$ cat config.mk
export PLATFORM = sky130hd
export DESIGN_NAME = single_wire_pad_poll_engine_unit_flat
export DESIGN_NICKNAME = d
export VERILOG_FILES = /design/src/rtl/core/swpp_pkg.sv /design/src/rtl/core/swpp_chan_if.sv /design/src/rtl/core/single_wire_pad_poll_engine_unit.sv /design/src/flat_wrapper.sv
export SDC_FILE = /design/constraint.sdc
export NUM_CORES = 1
export LEC_CHECK = 0
export ABC_AREA = 1
export BUFFER_PORTS_ARGS = -buffer_cell sky130_fd_sc_hd__buf_2
export CAP_MARGIN = 20
export CORE_MARGIN = 2
export CORE_UTILIZATION = 47
export CTS_CLUSTER_DIAMETER = 80
export DETAILED_ROUTE_END_ITERATION = 7
export GPL_ROUTABILITY_DRIVEN = 0
export HOLD_SLACK_MARGIN = 0.15
export PLACE_DENSITY = 0.7
export SLEW_MARGIN = 20
export SYNTH_ARGS = -nofsm -noshare
export SYNTH_HDL_FRONTEND = slang
export SYNTH_SLANG_ARGS = --single-unit
$ cat constraint.sdc
create_clock -name clk -period 4 [get_ports clk]
set_input_delay 0.6 -clock clk [delete_from_list [all_inputs] [get_ports clk]]
set_output_delay 0.6 -clock clk [all_outputs]
set_load 0.05 [all_outputs]
$ cat src/rtl/core/swpp_pkg.sv
// ----------------------------------------------------------------------------
// swpp_pkg
// shared types and constants of the single-wire pad poll engine
// ----------------------------------------------------------------------------
package swpp_pkg;

  localparam int REQUEST_BITS      = 8;
  localparam int MAX_RESPONSE_BITS = 32;

  localparam int REQ_W   = 8;
  localparam int UNIT_W  = 10;
  localparam int TICK_W  = 12;
  localparam int LEN_W   = 6;
  localparam int WORD_W  = 32;
  localparam int CFG_IDX_W  = 3;
  localparam int CFG_DATA_W = 12;

  // configuration register indexes
  localparam logic [CFG_IDX_W-1:0] CFG_REQUEST_BYTE  = 3'd0;
  localparam logic [CFG_IDX_W-1:0] CFG_TICKS_PER_UNIT = 3'd1;
  localparam logic [CFG_IDX_W-1:0] CFG_SAMPLE_DELAY  = 3'd2;
  localparam logic [CFG_IDX_W-1:0] CFG_EDGE_TIMEOUT  = 3'd3;
  localparam logic [CFG_IDX_W-1:0] CFG_RESPONSE_LEN  = 3'd4;

  // reset values
  localparam logic [REQ_W-1:0]  RST_REQUEST_BYTE   = 8'h01;
  localparam logic [UNIT_W-1:0] RST_TICKS_PER_UNIT = 10'd16;
  localparam logic [TICK_W-1:0] RST_SAMPLE_DELAY   = 12'd21;
  localparam logic [TICK_W-1:0] RST_EDGE_TIMEOUT   = 12'd30;
  localparam logic [LEN_W-1:0]  RST_RESPONSE_LEN   = 6'd32;

  typedef struct packed {
    logic command;
    logic line_level;
  } swpp_in_t;

  typedef struct packed {
    logic              drive_low;
    logic              busy_res;
    logic              done_res;
    logic              timed_out;
    logic [WORD_W-1:0] response_word;
  } swpp_out_t;

endpackage

$ cat src/rtl/core/swpp_chan_if.sv
// ----------------------------------------------------------------------------
// swpp_chan_if
// valid/ready channel carrying one payload per transaction
// ----------------------------------------------------------------------------
interface swpp_chan_if #(
  parameter type payload_t = logic
);
  logic     valid;
  logic     ready;
  payload_t payload;

  modport source (output valid, output payload, input ready);
  modport sink   (input valid, input payload, output ready);
endinterface

$ cat src/rtl/core/single_wire_pad_poll_engine_unit.sv
// ----------------------------------------------------------------------------
// single_wire_pad_poll_engine_unit
// one-tick-per-transaction poll engine for a single-wire open-drain pad link
// ----------------------------------------------------------------------------
// result: registered in the output register, or in the skid stage while the output is stalled
// throughput: one tick per cycle while the skid stage is empty, set by the single next-state stage
// output register plus skid stage keep input open while a result waits
// reset (rst_n low, synchronous): idle phase, registers at defaults, no result
// ----------------------------------------------------------------------------
module single_wire_pad_poll_engine_unit
  import swpp_pkg::*;
(
  input  logic                  clk,
  input  logic                  rst_n,
  swpp_chan_if.sink             in_chan,
  swpp_chan_if.source           out_chan,
  input  logic                  cfg_we,
  input  logic [CFG_IDX_W-1:0]  cfg_index,
  input  logic [CFG_DATA_W-1:0] cfg_wdata
);

  localparam logic [2:0] PH_IDLE   = 3'd0;
  localparam logic [2:0] PH_TX     = 3'd1;
  localparam logic [2:0] PH_STOP   = 3'd2;
  localparam logic [2:0] PH_FALL   = 3'd3;
  localparam logic [2:0] PH_SAMPLE = 3'd4;
  localparam logic [2:0] PH_RISE   = 3'd5;

  localparam logic [LEN_W-1:0] REQ_BITS = LEN_W'(REQUEST_BITS);
  localparam logic [LEN_W:0]   MAX_LEN  = (LEN_W+1)'(MAX_RESPONSE_BITS);

  // configuration
  logic [REQ_W-1:0]  request_byte_r;
  logic [UNIT_W-1:0] ticks_per_unit_r;
  logic [TICK_W-1:0] sample_delay_r;
  logic [TICK_W-1:0] edge_timeout_r;
  logic [LEN_W-1:0]  response_len_r;

  // exchange state
  logic [2:0]        phase_r, phase_nxt;
  logic [REQ_W-1:0]  tx_shift_r, tx_shift_nxt;
  logic [LEN_W-1:0]  bit_cnt_r, bit_cnt_nxt;
  logic [TICK_W-1:0] tick_cnt_r, tick_cnt_nxt;
  logic [WORD_W-1:0] rx_shift_r, rx_shift_nxt;

  // output register and skid stage
  logic      out_valid_r, skid_valid_r;
  swpp_out_t out_r, skid_r, res_nxt;

  logic in_fire, out_free;

  assign in_chan.ready    = !skid_valid_r;
  assign in_fire          = in_chan.valid && !skid_valid_r;
  assign out_free         = !out_valid_r || out_chan.ready;
  assign out_chan.valid   = out_valid_r;
  assign out_chan.payload = out_r;

  always_ff @(posedge clk) begin
    if (!rst_n) begin
      request_byte_r   <= RST_REQUEST_BYTE;
      ticks_per_unit_r <= RST_TICKS_PER_UNIT;
      sample_delay_r   <= RST_SAMPLE_DELAY;
      edge_timeout_r   <= RST_EDGE_TIMEOUT;
      response_len_r   <= RST_RESPONSE_LEN;
    end else if (cfg_we) begin
      case (cfg_index)
        CFG_REQUEST_BYTE:   request_byte_r   <= cfg_wdata[REQ_W-1:0];
        CFG_TICKS_PER_UNIT: ticks_per_unit_r <= cfg_wdata[UNIT_W-1:0];
        CFG_SAMPLE_DELAY:   sample_delay_r   <= cfg_wdata[TICK_W-1:0];
        CFG_EDGE_TIMEOUT:   edge_timeout_r   <= cfg_wdata[TICK_W-1:0];
        CFG_RESPONSE_LEN:   response_len_r   <= cfg_wdata[LEN_W-1:0];
        default: ;
      endcase
    end
  end

  // next state and result for one tick
  always_comb begin
    logic [UNIT_W-1:0] unit;
    logic [TICK_W-1:0] timeout, delay, low_len;
    logic [LEN_W:0]    limit;
    logic [2:0]        ph;
    logic [REQ_W-1:0]  tx;
    logic [LEN_W-1:0]  bc;
    logic [TICK_W-1:0] tc;
    logic [WORD_W-1:0] rx;
    logic [TICK_W:0]   tc_inc;
    logic [LEN_W-1:0]  bc_inc;
    logic              line;

    unit    = (ticks_per_unit_r == '0) ? UNIT_W'(1) : ticks_per_unit_r;
    timeout = (edge_timeout_r == '0) ? TICK_W'(1) : edge_timeout_r;
    delay   = (sample_delay_r == '0) ? TICK_W'(1) : sample_delay_r;
    limit   = (response_len_r == '0) ? (LEN_W+1)'(1) : {1'b0, response_len_r};
    if (limit > MAX_LEN) limit = MAX_LEN;
    line = in_chan.payload.line_level;

    ph = phase_r;
    tx = tx_shift_r;
    bc = bit_cnt_r;
    tc = tick_cnt_r;
    rx = rx_shift_r;
    if (ph == PH_IDLE && in_chan.payload.command) begin
      ph = PH_TX;
      tx = request_byte_r;
      bc = '0;
      tc = '0;
      rx = '0;
    end

    tc_inc  = {1'b0, tc} + (TICK_W+1)'(1);
    bc_inc  = bc + LEN_W'(1);
    low_len = tx[REQ_W-1] ? {2'b00, unit} : ({2'b00, unit} + {1'b0, unit, 1'b0});

    res_nxt               = '0;
    res_nxt.busy_res      = (ph != PH_IDLE);
    phase_nxt             = ph;
    tx_shift_nxt          = tx;
    bit_cnt_nxt           = bc;
    tick_cnt_nxt          = tc;
    rx_shift_nxt          = rx;

    case (ph)
      PH_TX: begin
        res_nxt.drive_low = (tc < low_len);
        tick_cnt_nxt      = tc_inc[TICK_W-1:0];
        if (tc_inc >= {1'b0, unit, 2'b00}) begin
          tick_cnt_nxt = '0;
          tx_shift_nxt = {tx[REQ_W-2:0], 1'b0};
          bit_cnt_nxt  = bc_inc;
          if (bc_inc >= REQ_BITS) begin
            bit_cnt_nxt = '0;
            phase_nxt   = PH_STOP;
          end
        end
      end
      PH_STOP: begin
        res_nxt.drive_low = 1'b1;
        tick_cnt_nxt      = tc_inc[TICK_W-1:0];
        if (tc_inc >= {3'b000, unit}) begin
          tick_cnt_nxt = '0;
          phase_nxt    = PH_FALL;
        end
      end
      PH_FALL, PH_RISE: begin
        if (line == (ph == PH_RISE)) begin
          tick_cnt_nxt = '0;
          phase_nxt    = (ph == PH_FALL) ? PH_SAMPLE : PH_FALL;
        end else begin
          tick_cnt_nxt = tc_inc[TICK_W-1:0];
          if (tc_inc >= {1'b0, timeout}) begin
            res_nxt.done_res      = 1'b1;
            res_nxt.timed_out     = 1'b1;
            res_nxt.response_word = '1;
            phase_nxt             = PH_IDLE;
            tick_cnt_nxt          = '0;
          end
        end
      end
      PH_SAMPLE: begin
        tick_cnt_nxt = tc_inc[TICK_W-1:0];
        if (tc_inc >= {1'b0, delay}) begin
          tick_cnt_nxt = '0;
          rx_shift_nxt = {rx[WORD_W-2:0], line};
          bit_cnt_nxt  = bc_inc;
          if ({1'b0, bc_inc} >= limit) begin
            res_nxt.done_res      = 1'b1;
            res_nxt.response_word = {rx[WORD_W-2:0], line};
            phase_nxt             = PH_IDLE;
          end else begin
            phase_nxt = PH_RISE;
          end
        end
      end
      default: ;
    endcase
  end

  always_ff @(posedge clk) begin
    if (!rst_n) begin
      phase_r    <= PH_IDLE;
      tx_shift_r <= '0;
      bit_cnt_r  <= '0;
      tick_cnt_r <= '0;
      rx_shift_r <= '0;
    end else if (in_fire) begin
      phase_r    <= phase_nxt;
      tx_shift_r <= tx_shift_nxt;
      bit_cnt_r  <= bit_cnt_nxt;
      tick_cnt_r <= tick_cnt_nxt;
      rx_shift_r <= rx_shift_nxt;
    end
  end

  // output register with skid stage
  always_ff @(posedge clk) begin
    if (!rst_n) begin
      out_valid_r  <= 1'b0;
      skid_valid_r <= 1'b0;
    end else if (skid_valid_r) begin
      if (out_free) begin
        out_valid_r  <= 1'b1;
        skid_valid_r <= 1'b0;
      end
    end else if (out_free) begin
      out_valid_r <= in_fire;
    end else if (in_fire) begin
      skid_valid_r <= 1'b1;
    end
  end

  always_ff @(posedge clk) begin
    if (skid_valid_r) begin
      if (out_free) out_r <= skid_r;
    end else if (out_free) begin
      if (in_fire) out_r <= res_nxt;
    end else if (in_fire) begin
      skid_r <= res_nxt;
    end
  end

  // checks
  a_skid_needs_out: assert property (@(posedge clk) disable iff (!rst_n)
    skid_valid_r |-> out_valid_r)
    else $error("skid stage holds a transaction while output register is empty");

  a_done_is_busy: assert property (@(posedge clk) disable iff (!rst_n)
    (out_valid_r && out_r.done_res) |-> out_r.busy_res)
    else $error("exchange end reported outside an exchange");

  a_timeout_word: assert property (@(posedge clk) disable iff (!rst_n)
    (out_valid_r && out_r.timed_out) |-> (out_r.done_res && out_r.response_word == '1))
    else $error("timeout without all-ones response");

  a_idle_holds: assert property (@(posedge clk) disable iff (!rst_n)
    (in_fire && phase_r == PH_IDLE && !in_chan.payload.command) |=> (phase_r == PH_IDLE))
    else $error("exchange began without a start tick");

endmodule

$ cat src/flat_wrapper.sv
// flat-port wrapper written by rule: the top's interface ports become plain ports
module single_wire_pad_poll_engine_unit_flat import swpp_pkg::*;
  (clk, rst_n, cfg_we, cfg_index, cfg_wdata, in_chan_valid, in_chan_payload, in_chan_ready, out_chan_valid, out_chan_payload, out_chan_ready);
  swpp_chan_if #(.payload_t(swpp_in_t)) in_chan_i ();
  swpp_chan_if #(.payload_t(swpp_out_t)) out_chan_i ();
  input  logic clk;
  input  logic rst_n;
  input  logic cfg_we;
  input  logic [CFG_IDX_W-1:0] cfg_index;
  input  logic [CFG_DATA_W-1:0] cfg_wdata;
  input wire logic [$bits(in_chan_i.valid)-1:0] in_chan_valid;
  input wire logic [$bits(in_chan_i.payload)-1:0] in_chan_payload;
  output wire logic [$bits(in_chan_i.ready)-1:0] in_chan_ready;
  output wire logic [$bits(out_chan_i.valid)-1:0] out_chan_valid;
  output wire logic [$bits(out_chan_i.payload)-1:0] out_chan_payload;
  input wire logic [$bits(out_chan_i.ready)-1:0] out_chan_ready;
  assign in_chan_i.valid = in_chan_valid;
  assign in_chan_i.payload = in_chan_payload;
  assign in_chan_ready = in_chan_i.ready;
  assign out_chan_valid = out_chan_i.valid;
  assign out_chan_payload = out_chan_i.payload;
  assign out_chan_i.ready = out_chan_ready;
  single_wire_pad_poll_engine_unit u_core (.clk(clk), .rst_n(rst_n), .in_chan(in_chan_i), .out_chan(out_chan_i), .cfg_we(cfg_we), .cfg_index(cfg_index), .cfg_wdata(cfg_wdata));
endmodule
* Word-level counts from Yosys, hierarchy flattened *
Index checks and enable logic that the tools add are counted.

word-level totals
  bits in registers = 183

operators by class
  mux-type cells = 55
  equality and inequality tests = 10
  reductions and logical operators = 21
  order comparisons = 8
  bitwise operators = 2
  $add $sub $neg = 3

operators with widths
  kind                   count
  $mux 32                5
  $mux 36                4
  $mux 12                9
  $mux 34                2
  $pmux 32 s2            1
  $pmux 12 s4            1
  $ge 13x12->1           3
  $mux 6                 5
  $mux 3                 9
  $logic_not 12->1       2
  $mux 8                 3
  $add 12x1->13 const B  1
  $ge 13x10->1           1
  $add 10x11->12         1
  $eq 3x2->1 const B     4
  $lt 12x12->1           1
  $pmux 3 s4             1
  $pmux 6 s2             1
  $reduce_and 2->1       6
  $logic_not 10->1       1
  $mux 1                 10
  $mux 10                1
  $eq 3x3->1 const B     3
  $ge 6x7->1             1
  17 further kinds       23

* Depth between registers and ports, before layout *
Gate-level depths: netlist (run 1).

  depth in word-level cells = 11
  gate-level depth with buffers = 33
  mapped depth without buffers = 29

* Worst setup path before layout (run 1) *
No wires, ideal clock.

  kind = input -> register
  start point = in in_chan_payload[1]
  end point = reg u_core.out_r (netlist bit u_core.out_chan.payload[27]) (data pin)
  buffers on the path = 5
  setup time = 0.256 ns
  stages on the path = 30
  slack = -0.232 ns
  arrival time = 3.975 ns
  cells stage by stage = nand3_2 > buf_6 > buf_6 > buf_2 > buf_2 > nand2_1 > inv_1 > ha_1 > nand3_1 > nor2_2 > nand2_1 > nor2_1 > xor2_1 > ha_1 > a21o_1 > a21oi_1 > nand2_1 > nor2_1 > nand2_1 > nand2_1 > nand2_1 > nand2_1 > nand2_2 > nand2_4 > o21ai_4 > inv_2 > buf_6 > nor2_4 > nand2_1 > nand2_1

RTL lines
  element               RTL line                                 source
  start, declared       flat_wrapper.sv:12                       input wire logic [$bits(in_chan_i.payload)-1:0] in_chan_payload;
  end signal, assigned  single_wire_pad_poll_engine_unit.sv:214  if (out_free) out_r <= skid_r;
  end signal, assigned  single_wire_pad_poll_engine_unit.sv:216  if (in_fire) out_r <= res_nxt;
  end, declared         single_wire_pad_poll_engine_unit.sv:48   swpp_out_t out_r, skid_r, res_nxt;

==> impl_metrics.yaml, run 1 <==
power_and_ir_drop:
  fin_total_pwr_mw: 5.26
  p_per_area_nw_per_um2: 432
  irDropWorstVdd_mv: 0.305
  leakagePower_nw: 5.43
setup_path:
  crit_path_end_kind: "flop"
  worstPathArrival_ps: 4090
  path_class: "reg -> reg"
  rr_endpoint: "u_core.out_chan.payload[35]$_DFFE_PP_"
  rr_worst_depth: 27
  reg2reg_from: "u_core.ticks_per_unit_r[5]$_SDFFE_PN0P_"
  cp_max_fo: 7
  cp-start-kind: "flop"
  required_ps: 4310
  rrSetupSlack_ps: 220
clock_tree:
  numCtsBuffers: 17
  clk_pin_slew_ps: 80
  cts_root_buf: "clkbuf_16"
  clock-sinks: 182
  cts_buffer_depth: 2
  htree_levels: 4
  cts_tree: "done"
  clock_latency_ps: 440
placed_design:
  place_inst: 1683
  port_buffers: 59
  dpl.hpwl_um: 18300
  preCtsSetupSlack_ps: -112
sta:
  rsz0062_at_grt: "yes"
  period_needed_ps: 3780
  slew-limit-headroom_pct: 44.8
  worstMarginPinSlew_ps: 828
  hold_viol: 0
  skew_ps: 16.7
  fin_ws_ps: 219
  fmax_mhz: 265
  setup_violations: 0
  period_share_pct: 94.5
  drv_slew: 0
routing:
  vias: 9274
  viasPerCell: 5.40
  route.detailed.drc: 0
  dr.pass1.iters: 5
  ant_nets: 0
  wl_per_cell_um: 15.1
  first_iter_violations: 626
  wl_um: 25900
global_route:
  grt_start_max_net_pins: 94
  grt_overflow: 0
  antenna_found_initial: 0
  grtUsageTotal_pct: 22.1
  grt_pass1_vias: 8634
  grt_first_pass_wirelength_um: 43500
layout:
  nNetsFinal: 1527
  diodes: 0
  fillers: 2018
  synthToLayoutAreaGrowth_pct: 15.4
  layoutNonFillerInstCount: 1718
  drive_above_1_share_pct: 17.5
yosys:
  synthCells: 1363
  syn_area_um2: 10500
  synth_edf_count: 72
  yosysUniqueCellTypes: 48
  syn_nets: 1465
  synth_seq_cells: 182
  ys_seq_area_share_pct: 41.4
  syn_avg_cell_area_um2: 7.73
  ys_warn_count: 0
  synth-async-reset-ratio_pct: 0
  synthFlopType: "dfxtp_1"
die:
  chipHeight_um: 154
  fp.coreArea_um2: 21900
  io_pins: 60
  rows: 54
  die_area_um2: 23600
  die_w_um: 154
  initial_core_util_pct: 48.1
worst_hold_path:
  min_path_cells: 3
  min_from: "cfg_wdata[10]"
  hold_class: "in -> reg"
  holdPathEnd: "u_core.sample_delay_r[10]$_SDFFE_PN0P_"
status:
  status: "complete, no violations"
flow_run:
  maxCapViolCount: 0
flip-flops by register name (all words and copies together) (netlist names), 8 cells and up:
| signal | count |
|---|---|
| u_core.out_chan.payload | 36 |
| u_core.skid_r | 36 |
| u_core.rx_shift_r | 31 |
| u_core.edge_timeout_r | 12 |
| u_core.sample_delay_r | 12 |
| u_core.tick_cnt_r | 12 |
| u_core.ticks_per_unit_r | 10 |
| u_core.request_byte_r | 8 |
| u_core.tx_shift_r | 8 |
cells in the final DEF (no fill, tap or decap), drive strengths merged, types with 12 or more instances in the layout:
cell	count
nand2	300
buf	103
nor2	133
nand4	14
dfxtp	110
nand3	100
ha	79
nor3	12
edfxtp	72
a21oi	119
clkbuf	18
inv	160
a31oi	31
o21ai	131
power breakdown:
part           internal (mW)  switching (mW)
logic                  0.418           0.926
registers               2.04          0.0779
clock network          0.884           0.911
total                   3.34            1.91
cell families after synthesis:
kind of cell | synth area share (%)
AO/OA/AOI/OAI | 15.6
XOR/XNOR | 0.998
adder cells (fa/ha/maj) | 9.58
buffers and inverters | 8.11
flip-flops | 41.4
multiplexers | 0.475
AND/OR/NAND/NOR | 23.7
cell type report:
class	instances	area (um2)	share of cell area [%]
tap	280	350	2.88
multi-input combinational	969	5520	45.4
clock inverter	15	211	1.74
sequential	182	4380	36.0
clock buffer	17	425	3.50
timing repair buffer	104	699	5.75
inverter	151	578	4.76
Yosys cell counts (22+ instances only):
| library cell | n | share of area, % |
|---|---|---|
| a21oi_1 | 116 | 5.5 |
| a31oi_1 | 31 | 1.8 |
| clkbuf_1 | 39 | 1.4 |
| dfxtp_1 | 110 | 21 |
| edfxtp_1 | 72 | 21 |
| ha_1 | 79 | 9.4 |
| inv_1 | 144 | 5.1 |
| nand2_1 | 295 | 11 |
| nand3_1 | 96 | 4.6 |
| nor2_1 | 103 | 3.7 |
| nor2_2 | 22 | 1.3 |
| o21ai_0 | 121 | 5.8 |
critical path, cell delays in order (launching register included):
cell,delay [ps]
dfxtp_1,320
inv_1,110
ha_1,160
nand2_1,50
nor2_1,90
nand3_1,110
inv_2,100
buf_6,120
nor2_1,60
ha_1,340
nand2_2,100
o21ai_1,90
a21oi_2,140
nor2_1,70
o21ai_1,130
nand2_1,90
a21oi_1,120
o21bai_1,90
or2_2,280
nand3_1,80
ha_1,240
nand4_1,120
inv_1,50
nand2_1,80
o2111ai_2,130
o21ai_2,240
nand2_1,80
nand2_1,70
per-stage QoR:
step / setup TNS [ps] / hold WS (ps) / utilization, % / instance area (um2)
final: 0 / 450 / 55.5 / 12200
after global routing: -360 / 469 / 55.5 / 12200
after CTS: 0 / 447 / 54.8 / 12000
after detailed placement: -172 / 454 / 51.9 / 11400
after global placement: -16.4 / 452 / 51.9 / 11400
after floorplan: 0 / 429 / - / 10700
repair_timing:
action,CTS,global route
hold endpoints to repair,0,0
pin swaps,1,4
endpoints found under the setup margin,2,115
buffers inserted,0,2
resized for setup,3,47
hold buffers,0,0
cloned,0,1
how the worst max path moves through the flow:
| stage | to | cells past startpoint | slack (ps) | startpoint |
|---|---|---|---|---|
| final | u_core.out_chan.payload[35]$_DFFE_PP_ | 27 | 220 | u_core.ticks_per_unit_r[5]$_SDFFE_PN0P_ |
| after floorplan | u_core.out_chan.payload[30]$_DFFE_PP_ | 29 | 20 | in_chan_payload[1] |
| after global placement | u_core.out_chan.payload[35]$_DFFE_PP_ | 27 | -20 | u_core.ticks_per_unit_r[8]$_SDFFE_PN0P_ |
| after detailed placement | u_core.out_chan.payload[35]$_DFFE_PP_ | 27 | -110 | u_core.ticks_per_unit_r[9]$_SDFFE_PN0P_ |
| after global routing | u_core.out_chan.payload[35]$_DFFE_PP_ | 27 | -70 | u_core.ticks_per_unit_r[8]$_SDFFE_PN0P_ |
| after CTS | u_core.out_chan.payload[35]$_DFFE_PP_ | 27 | 10 | u_core.ticks_per_unit_r[9]$_SDFFE_PN0P_ |
per-layer routing:
layer	global-route usage [%]	share of wire, %	vias up	routed length, um
li1	-	-	4711	-
met5	0	0	-	0
met4	5.81	1.7	0	454
met1	31.1	48	4266	12400
met3	2.85	4.8	33	1240
met2	36.2	46	264	11800
No activity file was read; power rests on OpenSTA's default activity.
==> run 2, diff against run 1 <==
- CORE_UTILIZATION: 47 -> 34
- PLACE_DENSITY: 0.7 -> 0.54
==> run 2 against run 1 <==
  * Cell count rose by 8.3%
  * Global-route usage fell by 5.4 points
  * Via count fell by 1.3%
  * Worst hold slack improved by 5.9 ps
  * Critical path depth fell by 1
  * Wire length rose by 5.8%
  * Sequential share of layout area fell by 1.3 points
  * Critical endpoint unchanged
==> impl_metrics.yaml, run 2 (same netlist as run 1, synthesis figures left out) <==
status:
  status: "complete, no violations"
setup_path:
  max_stage_delay_ps: 330
  cp-start-kind: "flop"
  cp_max_fo: 4
  path_buf_inv: 4
  crit_path_end_kind: "flop"
  worstPathArrival_ps: 4120
  slowest_stage: "dfxtp_2"
  crit_family: "simple AND/OR/NAND/NOR gates"
  path_class: "reg -> reg"
  rrSetupSlack_ps: 90
  required_ps: 4210
routing:
  route.detailed.drc: 0
  wl_per_cell_um: 14.8
  ant_nets: 0
  wl_um: 27400
  vias: 9154
  viasPerCell: 4.92
  first_iter_violations: 723
  dr.pass1.iters: 5
sta:
  slew-limit-headroom_pct: 33.9
  tns_ps: 0
  hold_viol: 0
  setup_violations: 0
  period_share_pct: 97.7
  fmax_mhz: 256
  rsz0062_at_grt: "yes"
  drv_slew: 0
  period_needed_ps: 3910
  skew_ps: 11.3
  worstMarginPinSlew_ps: 990
power_and_ir_drop:
  seqPwrFrac_pct: 40.5
  clkPwrFrac_pct: 32.5
  p_per_area_nw_per_um2: 414
  p_sw_mw: 1.85
  combPwrFrac_pct: 27.0
  p_sw_share_pct: 35.4
  internal_power_mw: 3.38
  irDropWorstVdd_mv: 0.279
  fin_total_pwr_mw: 5.22
  leakagePower_nw: 5.54
global_route:
  grt_pass1_vias: 8554
  grtUsageTotal_pct: 16.7
  grt_overflow: 0
  grt_start_max_net_pins: 94
  antenna_found_initial: 0
  grt_first_pass_wirelength_um: 44400
die:
  die_w_um: 180
  rows: 64
  fp.coreArea_um2: 30500
  io_pins: 60
  initial_core_util_pct: 34.5
  chipHeight_um: 180
  die_area_um2: 32400
clock_tree:
  cts_buffer_depth: 2
  cts_root_buf: "clkbuf_16"
  clock-sinks: 182
  hold_buffers: 0
  htree_levels: 4
  clk_pin_slew_ps: 80
  cts_tree: "done"
  clock_latency_ps: 440
  numCtsBuffers: 17
flow_run:
  maxCapViolCount: 0
layout:
  ff_latch_area_um2: 4380
  layoutNonFillerInstCount: 1860
  fin_util_pct: 41.3
  synthToLayoutAreaGrowth_pct: 19.8
  multi_input_area_um2: 5650
  final_cell_mix: "nand2_1 (289), inv_1 (134), o21ai_0 (115), dfxtp_1 (99)"
  nNetsFinal: 1553
  fillers: 3068
  fin_area_um2: 12600
  drive_above_1_share_pct: 19.8
  layout_commonest_cell: "nand2_1"
  diodes: 0
placed_design:
  port_buffers: 59
  place_inst: 1806
  dpl.hpwl_um: 19300
  placed_area_um2: 11600
worst_hold_path:
  hold_class: "in -> reg"
run 2: cell types whose count changed in the layout (fill, tap and decap cells not counted), sizes merged:
| cell | change |
|---|---|
| buf | +24 |
| clkinvlp | +4 |
| inv | -4 |
| bufinv | +1 |
| nor2 | +1 |
run 2: stage by stage:
step / hold slack (ps) / worst slack, ps
after CTS: 435 / 14.6
after global placement: 445 / -69.1
after detailed placement: 450 / -70.2
after global routing: 456 / -133
final: 456 / 91.1
after floorplan: 429 / 18.2
run 2: repair_timing:
action / 4_1_cts / 5_1_grt
gates cloned: 0 / 3
setup buffers: 0 / 18
hold endpoints to repair: 0 / 0
setup endpoints to repair: 2 / 117
pin swaps: 0 / 28
resized for setup: 2 / 77
run 2: final cells by class:
class                   instances  area share (%)
multi-input cells             970            44.8
flip-flops and latches        182            34.7
repair buffers                128            7.24
inverters                     151            4.66
well taps                     396            3.93
clock buffers                  17            3.37
clock inverters                15            1.24
repair inverters                1          0.0397
run 2: final timing paths:
| check | startpoint | endpoint | depth (start not counted) |
|---|---|---|---|
| worst max-delay path | u_core.ticks_per_unit_r[4]$_SDFFE_PN1P_ | u_core.out_chan.payload[35]$_DFFE_PP_ | 26 |
| worst min-delay path | cfg_wdata[10] | u_core.sample_delay_r[10]$_SDFFE_PN0P_ | 3 |
| worst max register to register | u_core.ticks_per_unit_r[4]$_SDFFE_PN1P_ | u_core.out_chan.payload[35]$_DFFE_PP_ | 26 |
| worst min register to register | u_core.edge_timeout_r[0]$_SDFFE_PN0P_ | u_core.edge_timeout_r[0]$_SDFFE_PN0P_ | 2 |
run 2: routing by layer:
metal	vias to the layer above	track usage [%]	wire [um]
met1	4181	23.5	13600
met2	182	26.7	12500
met3	23	2.47	1030
met5	-	0	0
met4	0	4.78	334
li1	4768	-	-
run 2: power by group through the flow:
| stage | logic, mW | registers (mW) | clock network (mW) |
|---|---|---|---|
| floorplan | 0.865 | 2.23 | 0 |
| finish | 1.41 | 2.12 | 1.70 |
| global route | 1.58 | 2.13 | 1.82 |
| global placement | 1.31 | 2.15 | 0 |
| CTS | 1.33 | 2.11 | 1.75 |
| detailed placement | 1.33 | 2.15 | 0 |
run 2: worst register-to-register path: stages, from the launching register on:
cell	delay [ps]
dfxtp_2	330
inv_2	90
ha_4	140
nand2_4	50
nor2_4	110
nand3_2	90
inv_2	100
buf_6	120
nor2_2	50
ha_4	280
nand2_2	70
nor3_2	200
a21oi_2	100
nor2_1	170
o21ai_1	90
nand2_1	90
a21oi_1	70
o21bai_1	200
or2_4	160
nand3_4	70
ha_4	270
nand4_1	120
buf_4	160
a2111oi_4	270
o21ai_2	130
nand2_1	70
nand2_1	50
==> run 3, diff against run 2 <==
- ABC_AREA: 1 -> default
==> run 3 against run 2 <==
  * The run now ends with setup timing left
  * Largest power group unchanged
  * Global-route usage rose by 0.73 points
  * Worst hold slack got worse by 44 ps
  * Via count fell by 12%
  * Critical endpoint is now u_core.tick_cnt_r[8]$_SDFFE_PN0P_
  * Worst setup slack got worse by 110 ps
==> impl_metrics.yaml, run 3 <==
worst_hold_path:
  hold_class: "in -> reg"
routing:
  vias: 8038
  dr.pass1.iters: 5
  wl_per_cell_um: 16.7
  first_iter_violations: 516
  wl_um: 26400
  viasPerCell: 5.09
  ant_nets: 0
  route.detailed.drc: 0
global_route:
  grtUsageTotal_pct: 17.5
  antenna_found_initial: 0
  grt_start_max_net_pins: 44
  grt_overflow: 0
  grt_first_pass_wirelength_um: 42200
  grt_pass1_vias: 7781
yosys:
  syn_nets: 1148
  synthTopCellsByArea: "dfxtp_1 (23%), edfxtp_1 (22%), ha_1 (10%)"
  synthCells: 1046
  ys_warn_count: 0
  syn_area_um2: 9700
  synth.most_common_cell: "nand2_1"
  ys_seq_area_share_pct: 45.0
  ys_top_cells_by_count: "nand2_1 (168), dfxtp_1 (110), a21oi_1 (103)"
  synth_edf_count: 72
  synth-async-reset-ratio_pct: 0
  synthFlopType: "dfxtp_1"
  synth_seq_cells: 182
  yosysUniqueCellTypes: 66
  synth_top_area_share_pct: 22.7
  yosysTopAreaCell: "dfxtp_1"
  syn_avg_cell_area_um2: 9.28
die:
  io_pins: 60
  chipHeight_um: 173
  die_w_um: 173
  die_area_um2: 29900
  rows: 61
  fp.coreArea_um2: 27900
  initial_core_util_pct: 34.7
layout:
  fillers: 2710
  layout_commonest_cell: "nand2_1"
  nNetsFinal: 1291
  multi_input_area_um2: 5480
  fin_area_um2: 12500
  final_cell_mix: "nand2_1 (165), buf_4 (110), dfxtp_1 (104), nor2_1 (92), a21oi_1 (87)"
  ff_latch_area_um2: 4370
  diodes: 0
  drive_above_1_share_pct: 28.5
  synthToLayoutAreaGrowth_pct: 28.5
setup_path:
  cp_max_fo: 9
  slowest_stage: "or4b_4"
  worstPathArrival_ps: 4390
  crit_chain: "or4b_4, and2_4, ha_4, nand2_2, or3_4, buf_4, xnor2_2, buf_4, ha_1, a21oi_1, o22ai_4, nor4_2, mux2i_1, nor4b_4, o41a_1, buf_6, a22oi_1, nor2_1"
  required_ps: 4370
  path_class: "reg -> reg"
  crit_path_end_kind: "flop"
  cp-start-kind: "flop"
  max_stage_delay_ps: 570
  cpMostUsedCell: "buf_4"
sta:
  tns_ps: -126
  rsz0062_at_grt: "yes"
  period_share_pct: 100
  skew_ps: 19.5
  fin_ws_ps: -18.4
  drv_slew: 0
  timing.hold.ws_ps: 412
  setup_violations: 12
  hold_viol: 0
  slew-limit-headroom_pct: 40.2
  fmax_mhz: 249
  period_needed_ps: 4020
  worstMarginPinSlew_ps: 894
clock_tree:
  clock-sinks: 182
  hold_buffers: 0
  htree_levels: 4
  clk_pin_slew_ps: 90
  clock_latency_ps: 450
  cts_tree: "done"
  numCtsBuffers: 17
  cts_buffer_depth: 2
  cts_root_buf: "clkbuf_16"
power_and_ir_drop:
  leakagePower_nw: 5.17
  irDropWorstVdd_mv: 0.281
  p_per_area_nw_per_um2: 340
status:
  status: "finished, violations left"
  violations: "setup timing"
placed_design:
  port_buffers: 59
  placed_area_um2: 11200
  dpl.hpwl_um: 18200
flow_run:
  maxCapViolCount: 0
run 3: repair_timing:
item | in CTS | in global routing
cloned | 2 | 1
setup endpoints to repair | 79 | 78
buffers inserted | 4 | 7
resized for setup | 27 | 79
pin swaps | 18 | 42
run 3: logic make-up (layout without fill, tap and decap cells):
group | after synthesis | count (layout) | synth area share (%)
AOI/OAI and AO/OA | 247 | 247 | 16.5
xor gates and xnor gates | 19 | 19 | 1.72
adders and majority gates | 80 | 80 | 10.4
buffers and inverters | 110 | 266 | 4.50
DFF | 182 | 182 | 45.0
muxes | 49 | 49 | 5.49
and+or+nand+nor | 359 | 359 | 16.5
run 3: path summary, 6_finish.rpt:
path | startpoint | to | slack, ps | cells past startpoint
worst min register to register | u_core.request_byte_r[6]$_SDFFE_PN0P_ | u_core.request_byte_r[6]$_SDFFE_PN0P_ | 460 | 2
worst max register to register | u_core.phase_r[2]$_SDFFE_PN0P_ | u_core.tick_cnt_r[8]$_SDFFE_PN0P_ | -20 | 18
worst max-delay path | u_core.phase_r[2]$_SDFFE_PN0P_ | u_core.tick_cnt_r[8]$_SDFFE_PN0P_ | -20 | 18
worst min-delay path | cfg_wdata[10] | u_core.edge_timeout_r[10]$_SDFFE_PN0P_ | 410 | 3
run 3: per-layer routing:
layer  vias up  wire length (um)  GRT usage (%)
met5         -                 0              0
met2       136             11900           28.0
met3        33               765           2.59
li1       4013                 -              -
met1      3856             13300           24.5
met4         0               405           5.01
run 3: metrics by stage:
stage,std cells,utilization (%),power [mW],setup WS [ps]
floorplan,1046,-,2.28,-597
global placement,1535,40.2,2.43,-437
detailed placement,1535,40.2,2.43,-558
CTS,1573,43.2,4.27,-63.8
global route,1580,44.6,4.38,-156
finish,1580,44.6,4.24,-18.4
run 3: worst max-delay path: cells and delay by family (launching register included):
family / cells / cell delay [ps]
multiplexers: 1 / 170
flip-flops: 1 / 330
buffers and inverters: 3 / 470
AO/OA/AOI/OAI: 4 / 770
XOR/XNOR: 1 / 110
AND/OR/NAND/NOR: 7 / 1650
adder cells (fa/ha/maj): 2 / 460
run 3: area by class of cell:
| cell class | instances | share of cell area (%) |
|---|---|---|
| Tap cell | 378 | 3.79 |
| Clock buffer | 17 | 3.41 |
| Timing Repair Buffer | 179 | 10.3 |
| Clock inverter | 15 | 1.75 |
| Sequential cell | 182 | 35.1 |
| Multi-Input combinational cell | 754 | 44.0 |
| Inverter | 55 | 1.68 |
run 3: power breakdown:
| part | total [mW] | switching (mW) | internal (mW) |
|---|---|---|---|
| clock network | 1.83 | 0.942 | 0.890 |
| registers | 1.98 | 0.0200 | 1.96 |
| logic | 0.427 | 0.288 | 0.139 |
